<file path="config.mk">
export PLATFORM = sky130hd
export DESIGN_NAME = imu_bias_calibration_top
export DESIGN_NICKNAME = d
export VERILOG_FILES = /design/src/rtl/core/imu_cal_pkg.sv /design/src/rtl/core/imu_bias_calibration_top.sv /design/src/rtl/core/imu_cal_lane.sv
export SDC_FILE = /design/constraint.sdc
export NUM_CORES = 2
export LEC_CHECK = 0
export ABC_AREA = 1
export BUFFER_PORTS_ARGS = -buffer_cell sky130_fd_sc_hd__clkbuf_2
export CORE_MARGIN = 2
export CORE_UTILIZATION = 25
export DETAILED_ROUTE_END_ITERATION = 8
export PLACE_DENSITY = 0.36
export SLEW_MARGIN = 40
export SYNTH_ARGS = -nofsm -noshare
export SYNTH_HDL_FRONTEND = slang
export SYNTH_SLANG_ARGS = --single-unit
</file>
<file path="constraint.sdc">
create_clock -name i_clk -period 12.2 [get_ports i_clk]
set_input_delay 2.44 -clock i_clk [delete_from_list [all_inputs] [get_ports i_clk]]
set_output_delay 2.44 -clock i_clk [all_outputs]
set_load 0.01 [all_outputs]
</file>
<file path="src/rtl/core/imu_cal_pkg.sv">
package imu_cal_pkg;

    // Command codes carried in each input item
    localparam logic [1:0] CMD_SAMPLE    = 2'd0;
    localparam logic [1:0] CMD_CAL_BOTH  = 2'd1;
    localparam logic [1:0] CMD_CAL_ACCEL = 2'd2;
    localparam logic [1:0] CMD_CAL_GYRO  = 2'd3;

    // Calibration phase codes
    localparam logic [1:0] PH_IDLE  = 2'd0;
    localparam logic [1:0] PH_GYRO  = 2'd1;
    localparam logic [1:0] PH_ACCEL = 2'd2;

    // Fixed widths
    localparam int AXES     = 3;
    localparam int DATA_W   = 16;
    localparam int SUM_W    = 25;
    localparam int ONE_G_W  = 15;
    localparam int CNT_W    = 8;

    localparam logic [ONE_G_W-1:0] ONE_G_RST = 15'd8196;

    typedef struct packed {
        logic [1:0]         command;
        logic signed [15:0] accel_x;
        logic signed [15:0] accel_y;
        logic signed [15:0] accel_z;
        logic signed [15:0] rate_x;
        logic signed [15:0] rate_y;
        logic signed [15:0] rate_z;
    } t_imu_in;

    typedef struct packed {
        logic signed [15:0] accel_x_fixed;
        logic signed [15:0] accel_y_fixed;
        logic signed [15:0] accel_z_fixed;
        logic signed [15:0] rate_x_fixed;
        logic signed [15:0] rate_y_fixed;
        logic signed [15:0] rate_z_fixed;
        logic [1:0]         cal_phase;
        logic               cal_done;
    } t_imu_out;

    // Per-item control from the sequencer to every axis lane
    typedef struct packed {
        logic acc_en;        // add this item's value into the sum
        logic acc_gyro;      // sum the gyro axis, else the accel axis
        logic clr_sum;       // clear the running sum
        logic clr_acc_off;   // clear the accel offset
        logic clr_rate_off;  // clear the gyro offset
        logic cap;           // final item: hand the sum to the divider
        logic wr_en;         // divider result ready: write an offset
        logic wr_gyro;       // divider result belongs to the gyro offset
    } t_lane_ctl;

endpackage

</file>
<file path="src/rtl/core/imu_bias_calibration_top.sv">
// A sample item's result is registered and shows on the output in the cycle after it is accepted.
// Throughput: one item per cycle while the output register is free; the item that
// completes an offset average holds the input while each lane's reciprocal-multiply
// divider (multiply stage, then correction stage) writes the new offsets.
// Reset: synchronous, active low; clears offsets, sums, count and phase,
// and sets the one-g register to 8196.
module imu_bias_calibration_top #(
    parameter int SAMPLES = 200
) (
    input  logic                                 i_clk,
    input  logic                                 i_rst_n,
    input  logic                                 i_in_valid,
    output logic                                 o_in_ready,
    input  imu_cal_pkg::t_imu_in                 i_in_data,
    output logic                                 o_out_valid,
    input  logic                                 i_out_ready,
    output imu_cal_pkg::t_imu_out                o_out_data,
    input  logic                                 i_cfg_valid,
    output logic                                 o_cfg_ready,
    input  logic [imu_cal_pkg::ONE_G_W-1:0]      i_cfg_data
);

    localparam int DW = imu_cal_pkg::DATA_W;
    localparam int CW = imu_cal_pkg::CNT_W;

    logic [1:0]                         r_phase;
    logic [1:0]                         n_phase;
    logic                               r_follows;
    logic                               n_follows;
    logic [CW-1:0]                      r_cnt;
    logic [CW-1:0]                      n_cnt;
    logic [imu_cal_pkg::ONE_G_W-1:0]    r_one_g;
    logic                               r_st1;
    logic                               r_st2;
    logic                               r_wr_gyro;
    logic                               r_out_valid;
    imu_cal_pkg::t_imu_out              r_out;

    logic                               w_busy;
    logic                               w_out_free;
    logic                               w_in_fire;
    logic                               w_sample;
    logic                               w_done;
    logic [CW:0]                        w_cnt_inc;
    logic                               w_last;
    imu_cal_pkg::t_lane_ctl             w_ctl;

    logic signed [DW-1:0]               w_acc_in  [imu_cal_pkg::AXES];
    logic signed [DW-1:0]               w_rate_in [imu_cal_pkg::AXES];
    logic signed [DW-1:0]               w_acc_fix [imu_cal_pkg::AXES];
    logic signed [DW-1:0]               w_rate_fix[imu_cal_pkg::AXES];
    logic [imu_cal_pkg::ONE_G_W-1:0]    w_bias    [imu_cal_pkg::AXES];

    // Handshakes
    assign w_busy      = r_st1 | r_st2;
    assign w_out_free  = !r_out_valid || i_out_ready;
    assign o_in_ready  = w_out_free && !w_busy;
    assign w_in_fire   = i_in_valid && o_in_ready;
    assign w_sample    = (i_in_data.command == imu_cal_pkg::CMD_SAMPLE);
    assign o_cfg_ready = 1'b1;

    assign w_cnt_inc = {1'b0, r_cnt} + (CW+1)'(1);
    assign w_last    = (w_cnt_inc >= (CW+1)'(SAMPLES));

    // Sequence calibration for each accepted item
    always_comb begin
        n_phase   = r_phase;
        n_follows = r_follows;
        n_cnt     = r_cnt;
        w_done    = 1'b0;
        w_ctl     = '0;
        w_ctl.acc_gyro = (r_phase == imu_cal_pkg::PH_GYRO);
        w_ctl.wr_en    = r_st2;
        w_ctl.wr_gyro  = r_wr_gyro;
        if (w_in_fire) begin
            case (i_in_data.command)
                imu_cal_pkg::CMD_SAMPLE: begin
                    if (r_phase == imu_cal_pkg::PH_GYRO ||
                        r_phase == imu_cal_pkg::PH_ACCEL) begin
                        w_ctl.acc_en = 1'b1;
                        n_cnt = w_cnt_inc[CW-1:0];
                        if (w_last) begin
                            w_done        = 1'b1;
                            w_ctl.cap     = 1'b1;
                            w_ctl.clr_sum = 1'b1;
                            n_cnt         = '0;
                            if (r_phase == imu_cal_pkg::PH_GYRO && r_follows) begin
                                n_follows         = 1'b0;
                                n_phase           = imu_cal_pkg::PH_ACCEL;
                                w_ctl.clr_acc_off = 1'b1;
                            end else begin
                                n_phase = imu_cal_pkg::PH_IDLE;
                            end
                        end
                    end
                end
                imu_cal_pkg::CMD_CAL_ACCEL: begin
                    w_ctl.clr_sum     = 1'b1;
                    w_ctl.clr_acc_off = 1'b1;
                    n_cnt     = '0;
                    n_phase   = imu_cal_pkg::PH_ACCEL;
                    n_follows = 1'b0;
                end
                default: begin
                    w_ctl.clr_sum      = 1'b1;
                    w_ctl.clr_rate_off = 1'b1;
                    n_cnt     = '0;
                    n_phase   = imu_cal_pkg::PH_GYRO;
                    n_follows = (i_in_data.command == imu_cal_pkg::CMD_CAL_BOTH);
                end
            endcase
        end
    end

    // Control state
    always_ff @(posedge i_clk) begin
        if (!i_rst_n) begin
            r_phase   <= imu_cal_pkg::PH_IDLE;
            r_follows <= 1'b0;
            r_cnt     <= '0;
            r_one_g   <= imu_cal_pkg::ONE_G_RST;
            r_st1     <= 1'b0;
            r_st2     <= 1'b0;
            r_wr_gyro <= 1'b0;
        end else begin
            r_phase   <= n_phase;
            r_follows <= n_follows;
            r_cnt     <= n_cnt;
            r_st1     <= w_done;
            r_st2     <= r_st1;
            if (w_done) begin
                r_wr_gyro <= w_ctl.acc_gyro;
            end
            if (i_cfg_valid) begin
                r_one_g <= i_cfg_data;
            end
        end
    end

    // Axis lanes
    assign w_acc_in[0]  = i_in_data.accel_x;
    assign w_acc_in[1]  = i_in_data.accel_y;
    assign w_acc_in[2]  = i_in_data.accel_z;
    assign w_rate_in[0] = i_in_data.rate_x;
    assign w_rate_in[1] = i_in_data.rate_y;
    assign w_rate_in[2] = i_in_data.rate_z;

    for (genvar g = 0; g < imu_cal_pkg::AXES; g++) begin : g_lane
        // Only the Z lane takes one g off
        assign w_bias[g] = (g == 2) ? r_one_g : '0;

        imu_cal_lane #(
            .SAMPLES (SAMPLES)
        ) u_lane (
            .i_clk         (i_clk),
            .i_rst_n       (i_rst_n),
            .i_ctl         (w_ctl),
            .i_accel       (w_acc_in[g]),
            .i_rate        (w_rate_in[g]),
            .i_bias        (w_bias[g]),
            .o_accel_fixed (w_acc_fix[g]),
            .o_rate_fixed  (w_rate_fix[g])
        );
    end

    // Merge lane results into the output register
    always_ff @(posedge i_clk) begin
        if (!i_rst_n) begin
            r_out_valid <= 1'b0;
        end else if (w_in_fire && w_sample) begin
            r_out_valid <= 1'b1;
        end else if (i_out_ready) begin
            r_out_valid <= 1'b0;
        end
    end

    always_ff @(posedge i_clk) begin
        if (w_in_fire && w_sample) begin
            r_out.accel_x_fixed <= w_acc_fix[0];
            r_out.accel_y_fixed <= w_acc_fix[1];
            r_out.accel_z_fixed <= w_acc_fix[2];
            r_out.rate_x_fixed  <= w_rate_fix[0];
            r_out.rate_y_fixed  <= w_rate_fix[1];
            r_out.rate_z_fixed  <= w_rate_fix[2];
            r_out.cal_phase     <= n_phase;
            r_out.cal_done      <= w_done;
        end
    end

    assign o_out_valid = r_out_valid;
    assign o_out_data  = r_out;

endmodule

</file>
<file path="src/rtl/core/imu_cal_lane.sv">
module imu_cal_lane #(
    parameter int SAMPLES = 200
) (
    input  logic                                   i_clk,
    input  logic                                   i_rst_n,
    input  imu_cal_pkg::t_lane_ctl                 i_ctl,
    input  logic signed [imu_cal_pkg::DATA_W-1:0]  i_accel,
    input  logic signed [imu_cal_pkg::DATA_W-1:0]  i_rate,
    input  logic [imu_cal_pkg::ONE_G_W-1:0]        i_bias,
    output logic signed [imu_cal_pkg::DATA_W-1:0]  o_accel_fixed,
    output logic signed [imu_cal_pkg::DATA_W-1:0]  o_rate_fixed
);

    // Reciprocal of the sample count, scaled by 2^32
    localparam logic [63:0] RECIP_FULL = (64'd1 << 32) / SAMPLES;
    localparam logic [31:0] RECIP      = RECIP_FULL[31:0];
    localparam logic [7:0]  DIVISOR    = 8'(SAMPLES);

    localparam int SW = imu_cal_pkg::SUM_W;
    localparam int DW = imu_cal_pkg::DATA_W;

    logic signed [DW-1:0] r_acc_off;
    logic signed [DW-1:0] r_rate_off;
    logic signed [SW-1:0] r_sum;
    logic signed [SW-1:0] r_cap;
    logic [SW-1:0]        r_mag;
    logic [SW-1:0]        r_q0;
    logic                 r_neg;

    logic signed [DW-1:0] w_acc_fix;
    logic signed [DW-1:0] w_rate_fix;
    logic signed [SW-1:0] w_v;
    logic signed [SW-1:0] w_sum_next;
    logic [SW-1:0]        w_abs;
    logic [SW+31:0]       w_prod;
    logic [SW+7:0]        w_qs;
    logic [SW-1:0]        w_rem;
    logic [SW-1:0]        w_q;
    logic [SW-1:0]        w_avg;
    logic [DW-1:0]        w_off;

    // Remove the stored offsets, wrapping to 16 bits
    assign w_acc_fix  = i_accel - r_acc_off;
    assign w_rate_fix = i_rate - r_rate_off;
    assign o_accel_fixed = w_acc_fix;
    assign o_rate_fixed  = w_rate_fix;

    // Select the value to sum; accel takes the bias off
    always_comb begin
        if (i_ctl.acc_gyro) begin
            w_v = SW'(w_rate_fix);
        end else begin
            w_v = SW'(w_acc_fix) - $signed({{(SW-imu_cal_pkg::ONE_G_W){1'b0}}, i_bias});
        end
    end

    assign w_sum_next = r_sum + w_v;

    // Accumulate
    always_ff @(posedge i_clk) begin
        if (!i_rst_n) begin
            r_sum <= '0;
        end else if (i_ctl.clr_sum) begin
            r_sum <= '0;
        end else if (i_ctl.acc_en) begin
            r_sum <= w_sum_next;
        end
    end

    // Divider stage 0: hold the final sum
    always_ff @(posedge i_clk) begin
        if (i_ctl.cap) begin
            r_cap <= w_sum_next;
        end
    end

    // Divider stage 1: magnitude times reciprocal
    assign w_abs  = r_cap[SW-1] ? SW'(-r_cap) : SW'(r_cap);
    assign w_prod = {32'd0, w_abs} * {{SW{1'b0}}, RECIP};

    always_ff @(posedge i_clk) begin
        r_q0  <= w_prod[SW+31:32];
        r_mag <= w_abs;
        r_neg <= r_cap[SW-1];
    end

    // Divider stage 2: correct the estimate by one and restore the sign
    assign w_qs  = {8'd0, r_q0} * {{SW{1'b0}}, DIVISOR};
    assign w_rem = r_mag - w_qs[SW-1:0];
    assign w_q   = (w_rem >= SW'(DIVISOR)) ? r_q0 + SW'(1) : r_q0;
    assign w_avg = r_neg ? -w_q : w_q;
    assign w_off = w_avg[DW-1:0];

    // Offset store
    always_ff @(posedge i_clk) begin
        if (!i_rst_n) begin
            r_acc_off  <= '0;
            r_rate_off <= '0;
        end else begin
            if (i_ctl.clr_acc_off) begin
                r_acc_off <= '0;
            end else if (i_ctl.wr_en && !i_ctl.wr_gyro) begin
                r_acc_off <= w_off;
            end
            if (i_ctl.clr_rate_off) begin
                r_rate_off <= '0;
            end else if (i_ctl.wr_en && i_ctl.wr_gyro) begin
                r_rate_off <= w_off;
            end
        end
    end

endmodule

</file>
Yosys cells after proc, flatten, opt, wreduce, memory -nomap -nowiden
Cells that the tools add are included.
- add/subtract/negate cells: 23
- multipliers: 6
- order comparisons: 4
- eq/ne operators: 7
- mux-type cells: 40
- bitwise gates (word level): 2
- reduce and logical (&&, ||, !) cells: 19
- operators with widths (operator ; count):
    25-bit two-way mux ; 6
    25-bit by 23-bit multiplier with 48-bit output, second input constant ; 3
    16-bit two-way mux ; 6
    16-bit subtractor ; 6
    25-bit adder ; 3
    25-bit by 8-bit greater-or-equal comparator with 1-bit output, second input constant ; 3
    25-bit negation ; 3
    25-bit subtractor ; 3
    18-bit by 5-bit multiplier with 22-bit output, second input constant ; 3
    16-bit by 1-bit adder with 16-bit output, second input constant ; 3
    16-bit negation ; 3
    8-bit two-way mux ; 3
    16-bit by 16-bit subtractor with 17-bit output ; 1
    1-bit two-way mux ; 15
    2-bit two-way mux ; 6
    8-bit by 1-bit adder with 9-bit output, second input constant ; 1
    9-bit by 8-bit greater-or-equal comparator with 1-bit output, second input constant ; 1
    2-bit OR reduction ; 4
    1-bit logical AND ; 6
    2-bit by 1-bit inequality test with 1-bit output, second input constant ; 3
    2-bit by 1-bit equality test with 1-bit output, second input constant ; 2
    2-bit equality test, second input constant ; 2
    4-bit two-way mux ; 1
    1-bit case mux with 2 select lines ; 2
    other kinds (9) ; 12
- register bits after elaboration: 507
- input port bits: 118
- output and inout port bits: 102
- word-level logic and storage cells: 138

Depth between registers and ports, before layout
- word-level depth: 8
- mapped depth: 47
- depth with buffers taken out: 47

Cells and area by module
Synthesis repeated with hierarchy kept, for this count alone.
- cell total of the unflattened synthesis: 8669
- area total of the unflattened synthesis: 70033.4 sq um
- modules (own cells, without submodules) (module ; times used ; cells an instance ; area an instance (sq um) ; sequential area each (sq um)):
    imu_cal_lane at g_lane[1].u_lane ; 1 ; 2839 ; 22138.7 ; 2772.7
    imu_cal_lane at g_lane[0].u_lane ; 1 ; 2765 ; 21835.9 ; 2772.7
    imu_cal_lane at g_lane[2].u_lane ; 1 ; 2769 ; 21688.3 ; 2772.7
    imu_bias_calibration_top ; 1 ; 296 ; 4370.4 ; 3573.4

Least setup slack after synthesis
Ideal clock, no wire load.
- kind: input -> register
- start point: in i_out_ready
- end point: reg r_out (netlist bit o_out_data[0]), data pin
- library setup time: 503 ps
- arrival: 9476 ps
- required time: 11697 ps
- path slack: 2221 ps
- stages on the path: 6
- buffers on the path: 0
- path through: nor2_1 -> nor3_1 -> nand2_1 -> nor2_1 -> nand2_1 -> inv_1
- cells in the longest elaborated chain, start to end: 4
- RTL lines (item ; line ; RTL):
    start: declaration ; imu_bias_calibration_top.sv:16 ; input logic i_out_ready,
    1-bit logical OR ; imu_bias_calibration_top.sv:56 ; assign w_out_free = !r_out_valid || i_out_ready;
    1-bit logical AND ; imu_bias_calibration_top.sv:57 ; assign o_in_ready = w_out_free && !w_busy;
    via o_in_ready ; imu_bias_calibration_top.sv:13 ; output logic o_in_ready,
    1-bit logical AND ; imu_bias_calibration_top.sv:58 ; assign w_in_fire = i_in_valid && o_in_ready;
    1-bit two-way mux ; imu_bias_calibration_top.sv:75 ; if (w_in_fire) begin
    end: declaration ; imu_bias_calibration_top.sv:37 ; imu_cal_pkg::t_imu_out r_out;
The timed path passes the listed nets, and every way through them passes these cells.
A chain may end at the register's enable or synchronous reset.

Worst setup path after layout
- start point: reg g_lane[1].u_lane.r_cap[0]
- end point: reg g_lane[1].u_lane.r_q0[14]
- cells in the longest elaborated chain, start to end: 3
- RTL lines (item ; line ; RTL):
    start: declaration ; imu_cal_lane.sv:25 ; logic signed [SW-1:0] r_cap;
    start signal: assignment ; imu_cal_lane.sv:73 ; r_cap <= w_sum_next;
    25-bit negation ; imu_cal_lane.sv:78 ; assign w_abs = r_cap[SW-1] ? SW'(-r_cap) : SW'(r_cap);
    25-bit two-way mux ; imu_cal_lane.sv:78 ;
    via g_lane[1].u_lane.w_abs[20] ; imu_cal_lane.sv:34 ; logic [SW-1:0] w_abs;
    25-bit by 23-bit multiplier with 48-bit output ; imu_cal_lane.sv:79 ; assign w_prod = {32'd0, w_abs} * {{SW{1'b0}}, RECIP};
    via g_lane[1].u_lane.w_prod[46] ; imu_cal_lane.sv:35 ; logic [SW+31:0] w_prod;
    end signal: assignment ; imu_cal_lane.sv:82 ; r_q0 <= w_prod[SW+31:32];
    end: declaration ; imu_cal_lane.sv:27 ; logic [SW-1:0] r_q0;
The timed path passes the listed nets, and every way through them passes these cells.

==> flow_summary.toml <==
[global_routing]
grt_pass1_vias = 55321
grt_max_degree = 102
globalRouteOverflowTotal = 0
antenna_found_initial = 18
track_usage = 0.172
grt_pass1_wl_microns = 352000

[timing]
rsz0062_at_grt = "no"
finalSetupTns_ns = 0
maxSlewHeadroom = 0.450
layout_setup_ws_ns = 2.83
finalMaxSlewViolations = 0
setup_viol = 0
worst_slew_pin_slew_ns = 0.825
finalHoldWorstSlack_ns = 0.442
period_needed_ns = 9.37
skew_ns = 0.0889
fin_crit_sh = 0.768
hold_violations = 0
fmax_ghz = 0.107

[floorplanning]
io_pins = 220
rows = 190
start_util = 0.251
core_area_sq_um = 268000
die_area_sq_um = 274000
dieWidth_microns = 523
die_h_microns = 523

[cts]
postCtsSetupRepairBufs = 0
root_buffer = "clkbuf_16"
insertion_delay_ns = 0.75
postCtsHoldBufs = 0
cts_buffers = 75
cts_tree = "yes"
clockBufferDepth = 3
path_clk_slew_ns = 0.06
cts_resized = 0
htree_levels = 3
clkSinkCount = 507

[worst_setup_path]
cp.arrival_ns = 9.96
cp_slowest_cell = "edfxtp_1"
cpMostUsedCell = "inv_1"
path_max_fanout = 10
worstSetupPathType = "flop to flop"
rr_worst_depth = 35
startpoint_type = "flop"
slowest_delay_ns = 0.61
endpoint_kind = "flop"
worstPathRequired_ns = 12.79

[flow_run]
maxCapViolations = 0

[layout]
fin_nets = 10451
drive_above_1_share = 0.0667
final_cell_mix = "inv_1, nand2_1, ha_1, fa_1, a21oi_1"
nFillCells = 29217
mostFrequentLayoutCell = "inv_1"
multi_input_area_sq_um = 48400
seq_area_sq_um = 11900
syn_to_final_growth_pct = 12.9

[power]
ir_worst_vdd_mv = 0.117
pwr_density_cell_nw_per_um2 = 78.8
p_leak_nw = 39.0

[synth]
synth_cell_type_count = 70
ys_async_sr_fraction = 0
synth_edf_count = 174
netlist_instances = 8140
syn_area_per_cell_sq_um = 8.28
syn_area_sq_um = 67400
synth_nets = 10164
ys.flop_type = "dfxtp_1"
ys_seq_area_frac = 0.176
synth-seq-cells = 507
synth_warnings = 0

[placement]
post-place-ws_ns = 2.42
hpwl_microns = 196000
gp_congestion = 0.855
numPortBuffers = 218

[detailed_routing]
firstDrtPassIters = 5
wl_per_cell_microns = 19.3
drc = 0
ant_nets = 0
routed-via-count = 52975
drt_wl_total_microns = 233000
drtIter0Drc = 2715
viasPerCell = 4.40

[min_path]
holdCritPathClass = "flop to flop"
hold_depth = 2

[outcome]
status = "completed"
-- cells in the mapped netlist, types with 3 or more instances --
cell / instances / area share
a211oi_1: 16 / 0.0018
a21boi_0: 9 / 0.0010
a21boi_1: 5 / 0.00056
a21o_1: 25 / 0.0028
a21oi_1: 570 / 0.042
a21oi_2: 3 / 0.00039
a31oi_1: 39 / 0.0036
buf_1: 8 / 0.00045
buf_6: 4 / 0.00067
clkbuf_1: 71 / 0.0040
dfxtp_1: 333 / 0.099
edfxtp_1: 174 / 0.078
fa_1: 673 / 0.20
ha_1: 1233 / 0.23
inv_1: 1850 / 0.10
inv_2: 22 / 0.0012
nand2_1: 1276 / 0.071
nand2_2: 31 / 0.0029
nand3_1: 253 / 0.019
nand3_2: 6 / 0.00089
nand3b_1: 24 / 0.0027
nand4_1: 74 / 0.0069
nor2_1: 416 / 0.023
nor2_2: 15 / 0.0014
nor2_4: 7 / 0.0012
nor3_1: 59 / 0.0044
nor3b_1: 4 / 0.00045
nor4_1: 20 / 0.0019
o2111ai_1: 3 / 0.00039
o211ai_1: 22 / 0.0025
o21a_1: 15 / 0.0017
o21ai_0: 346 / 0.026
o21ai_1: 18 / 0.0013
o21ai_2: 5 / 0.00065
o21bai_1: 31 / 0.0035
o221ai_1: 7 / 0.00091
o22ai_1: 3 / 0.00028
o31ai_1: 12 / 0.0013
or2_2: 13 / 0.0012
xnor2_1: 107 / 0.014
xor2_1: 300 / 0.039
-- path summary, 6_finish.rpt --
kind	start	end	slack (ns)
worst max-delay path	g_lane[1].u_lane.r_cap[0]	g_lane[1].u_lane.r_q0[14]	2.83
worst min-delay path	r_st1	r_st2	0.44
worst max register to register	g_lane[1].u_lane.r_cap[0]	g_lane[1].u_lane.r_q0[14]	2.83
worst min register to register	r_st1	r_st2	0.44
-- metrics by stage --
stage                     cell area, sq um  utilization  total power [mW]  std cells
final                                76100        0.284              5.99      12043
after CTS                            76000        0.284              6.12      12040
after detailed placement             73500        0.274              3.77      11902
after global routing                 76100        0.284              6.41      12041
after global placement               73300        0.273              3.77      11900
after floorplan                      67400            -              3.19       8140
-- cells by family (layout without fill, tap and decap cells) --
logic type | Yosys count | after routing | share of synthesized area
compound gates | 1143 | 1143 | 0.0926
xor+xnor | 408 | 408 | 0.0531
fa+ha+maj | 1906 | 1906 | 0.429
buf+inv | 1960 | 2308 | 0.110
flops | 507 | 507 | 0.176
other cells | 1 | 4 | 0.0000556
simple gates | 2215 | 2215 | 0.139
-- final cells by class --
type	count	area share
antenna	3	0.0000987
clock buffer	101	0.0283
clock inverter	37	0.00485
inverter	1874	0.0925
multi-input combinational	5673	0.637
sequential	507	0.156
tap	3552	0.0584
timing repair buffer	296	0.0225
-- power by group --
| part | switching (mW) | total, mW | internal, mW | leakage, nW |
|---|---|---|---|---|
| Clock | 0.955 | 2.27 | 1.32 | 1.23 |
| Sequential | 0.0275 | 1.82 | 1.79 | 4.32 |
| Combinational | 1.28 | 1.90 | 0.613 | 33.5 |
-- flip-flops by register name, indices dropped and copies added (netlist names) --
register and count:
g_lane.u_lane.r_cap 75, r_follows 1, g_lane.u_lane.r_acc_off 48, r_st2 1, r_wr_gyro 1, r_phase 2
r_cnt 8, g_lane.u_lane.r_q0 54, g_lane.u_lane.r_rate_off 48, r_one_g 15, r_st1 1, g_lane.u_lane.r_mag 75
g_lane.u_lane.r_neg 3, g_lane.u_lane.r_sum 75, o_out_data 99, o_out_valid 1
-- worst max-delay path: cells and delay by family (launching register included) --
family                     cells  cell delay (ns)
AOI/OAI and AO/OA              4             1.01
xor gates and xnor gates       2             0.62
adders and majority gates      9             3.80
buffers and inverters          7             0.90
DFF                            1             0.61
and+or+nand+nor               13             2.31
-- metal layers --
layer	global-route usage	vias to the layer above	wire, microns
met3	0.0161	138	6140
li1	-	26546	-
met4	0.0304	2	3440
met1	0.241	25676	115000
met2	0.288	613	109000
met5	0	-	13
No activity file was read; power rests on OpenSTA's default activity.
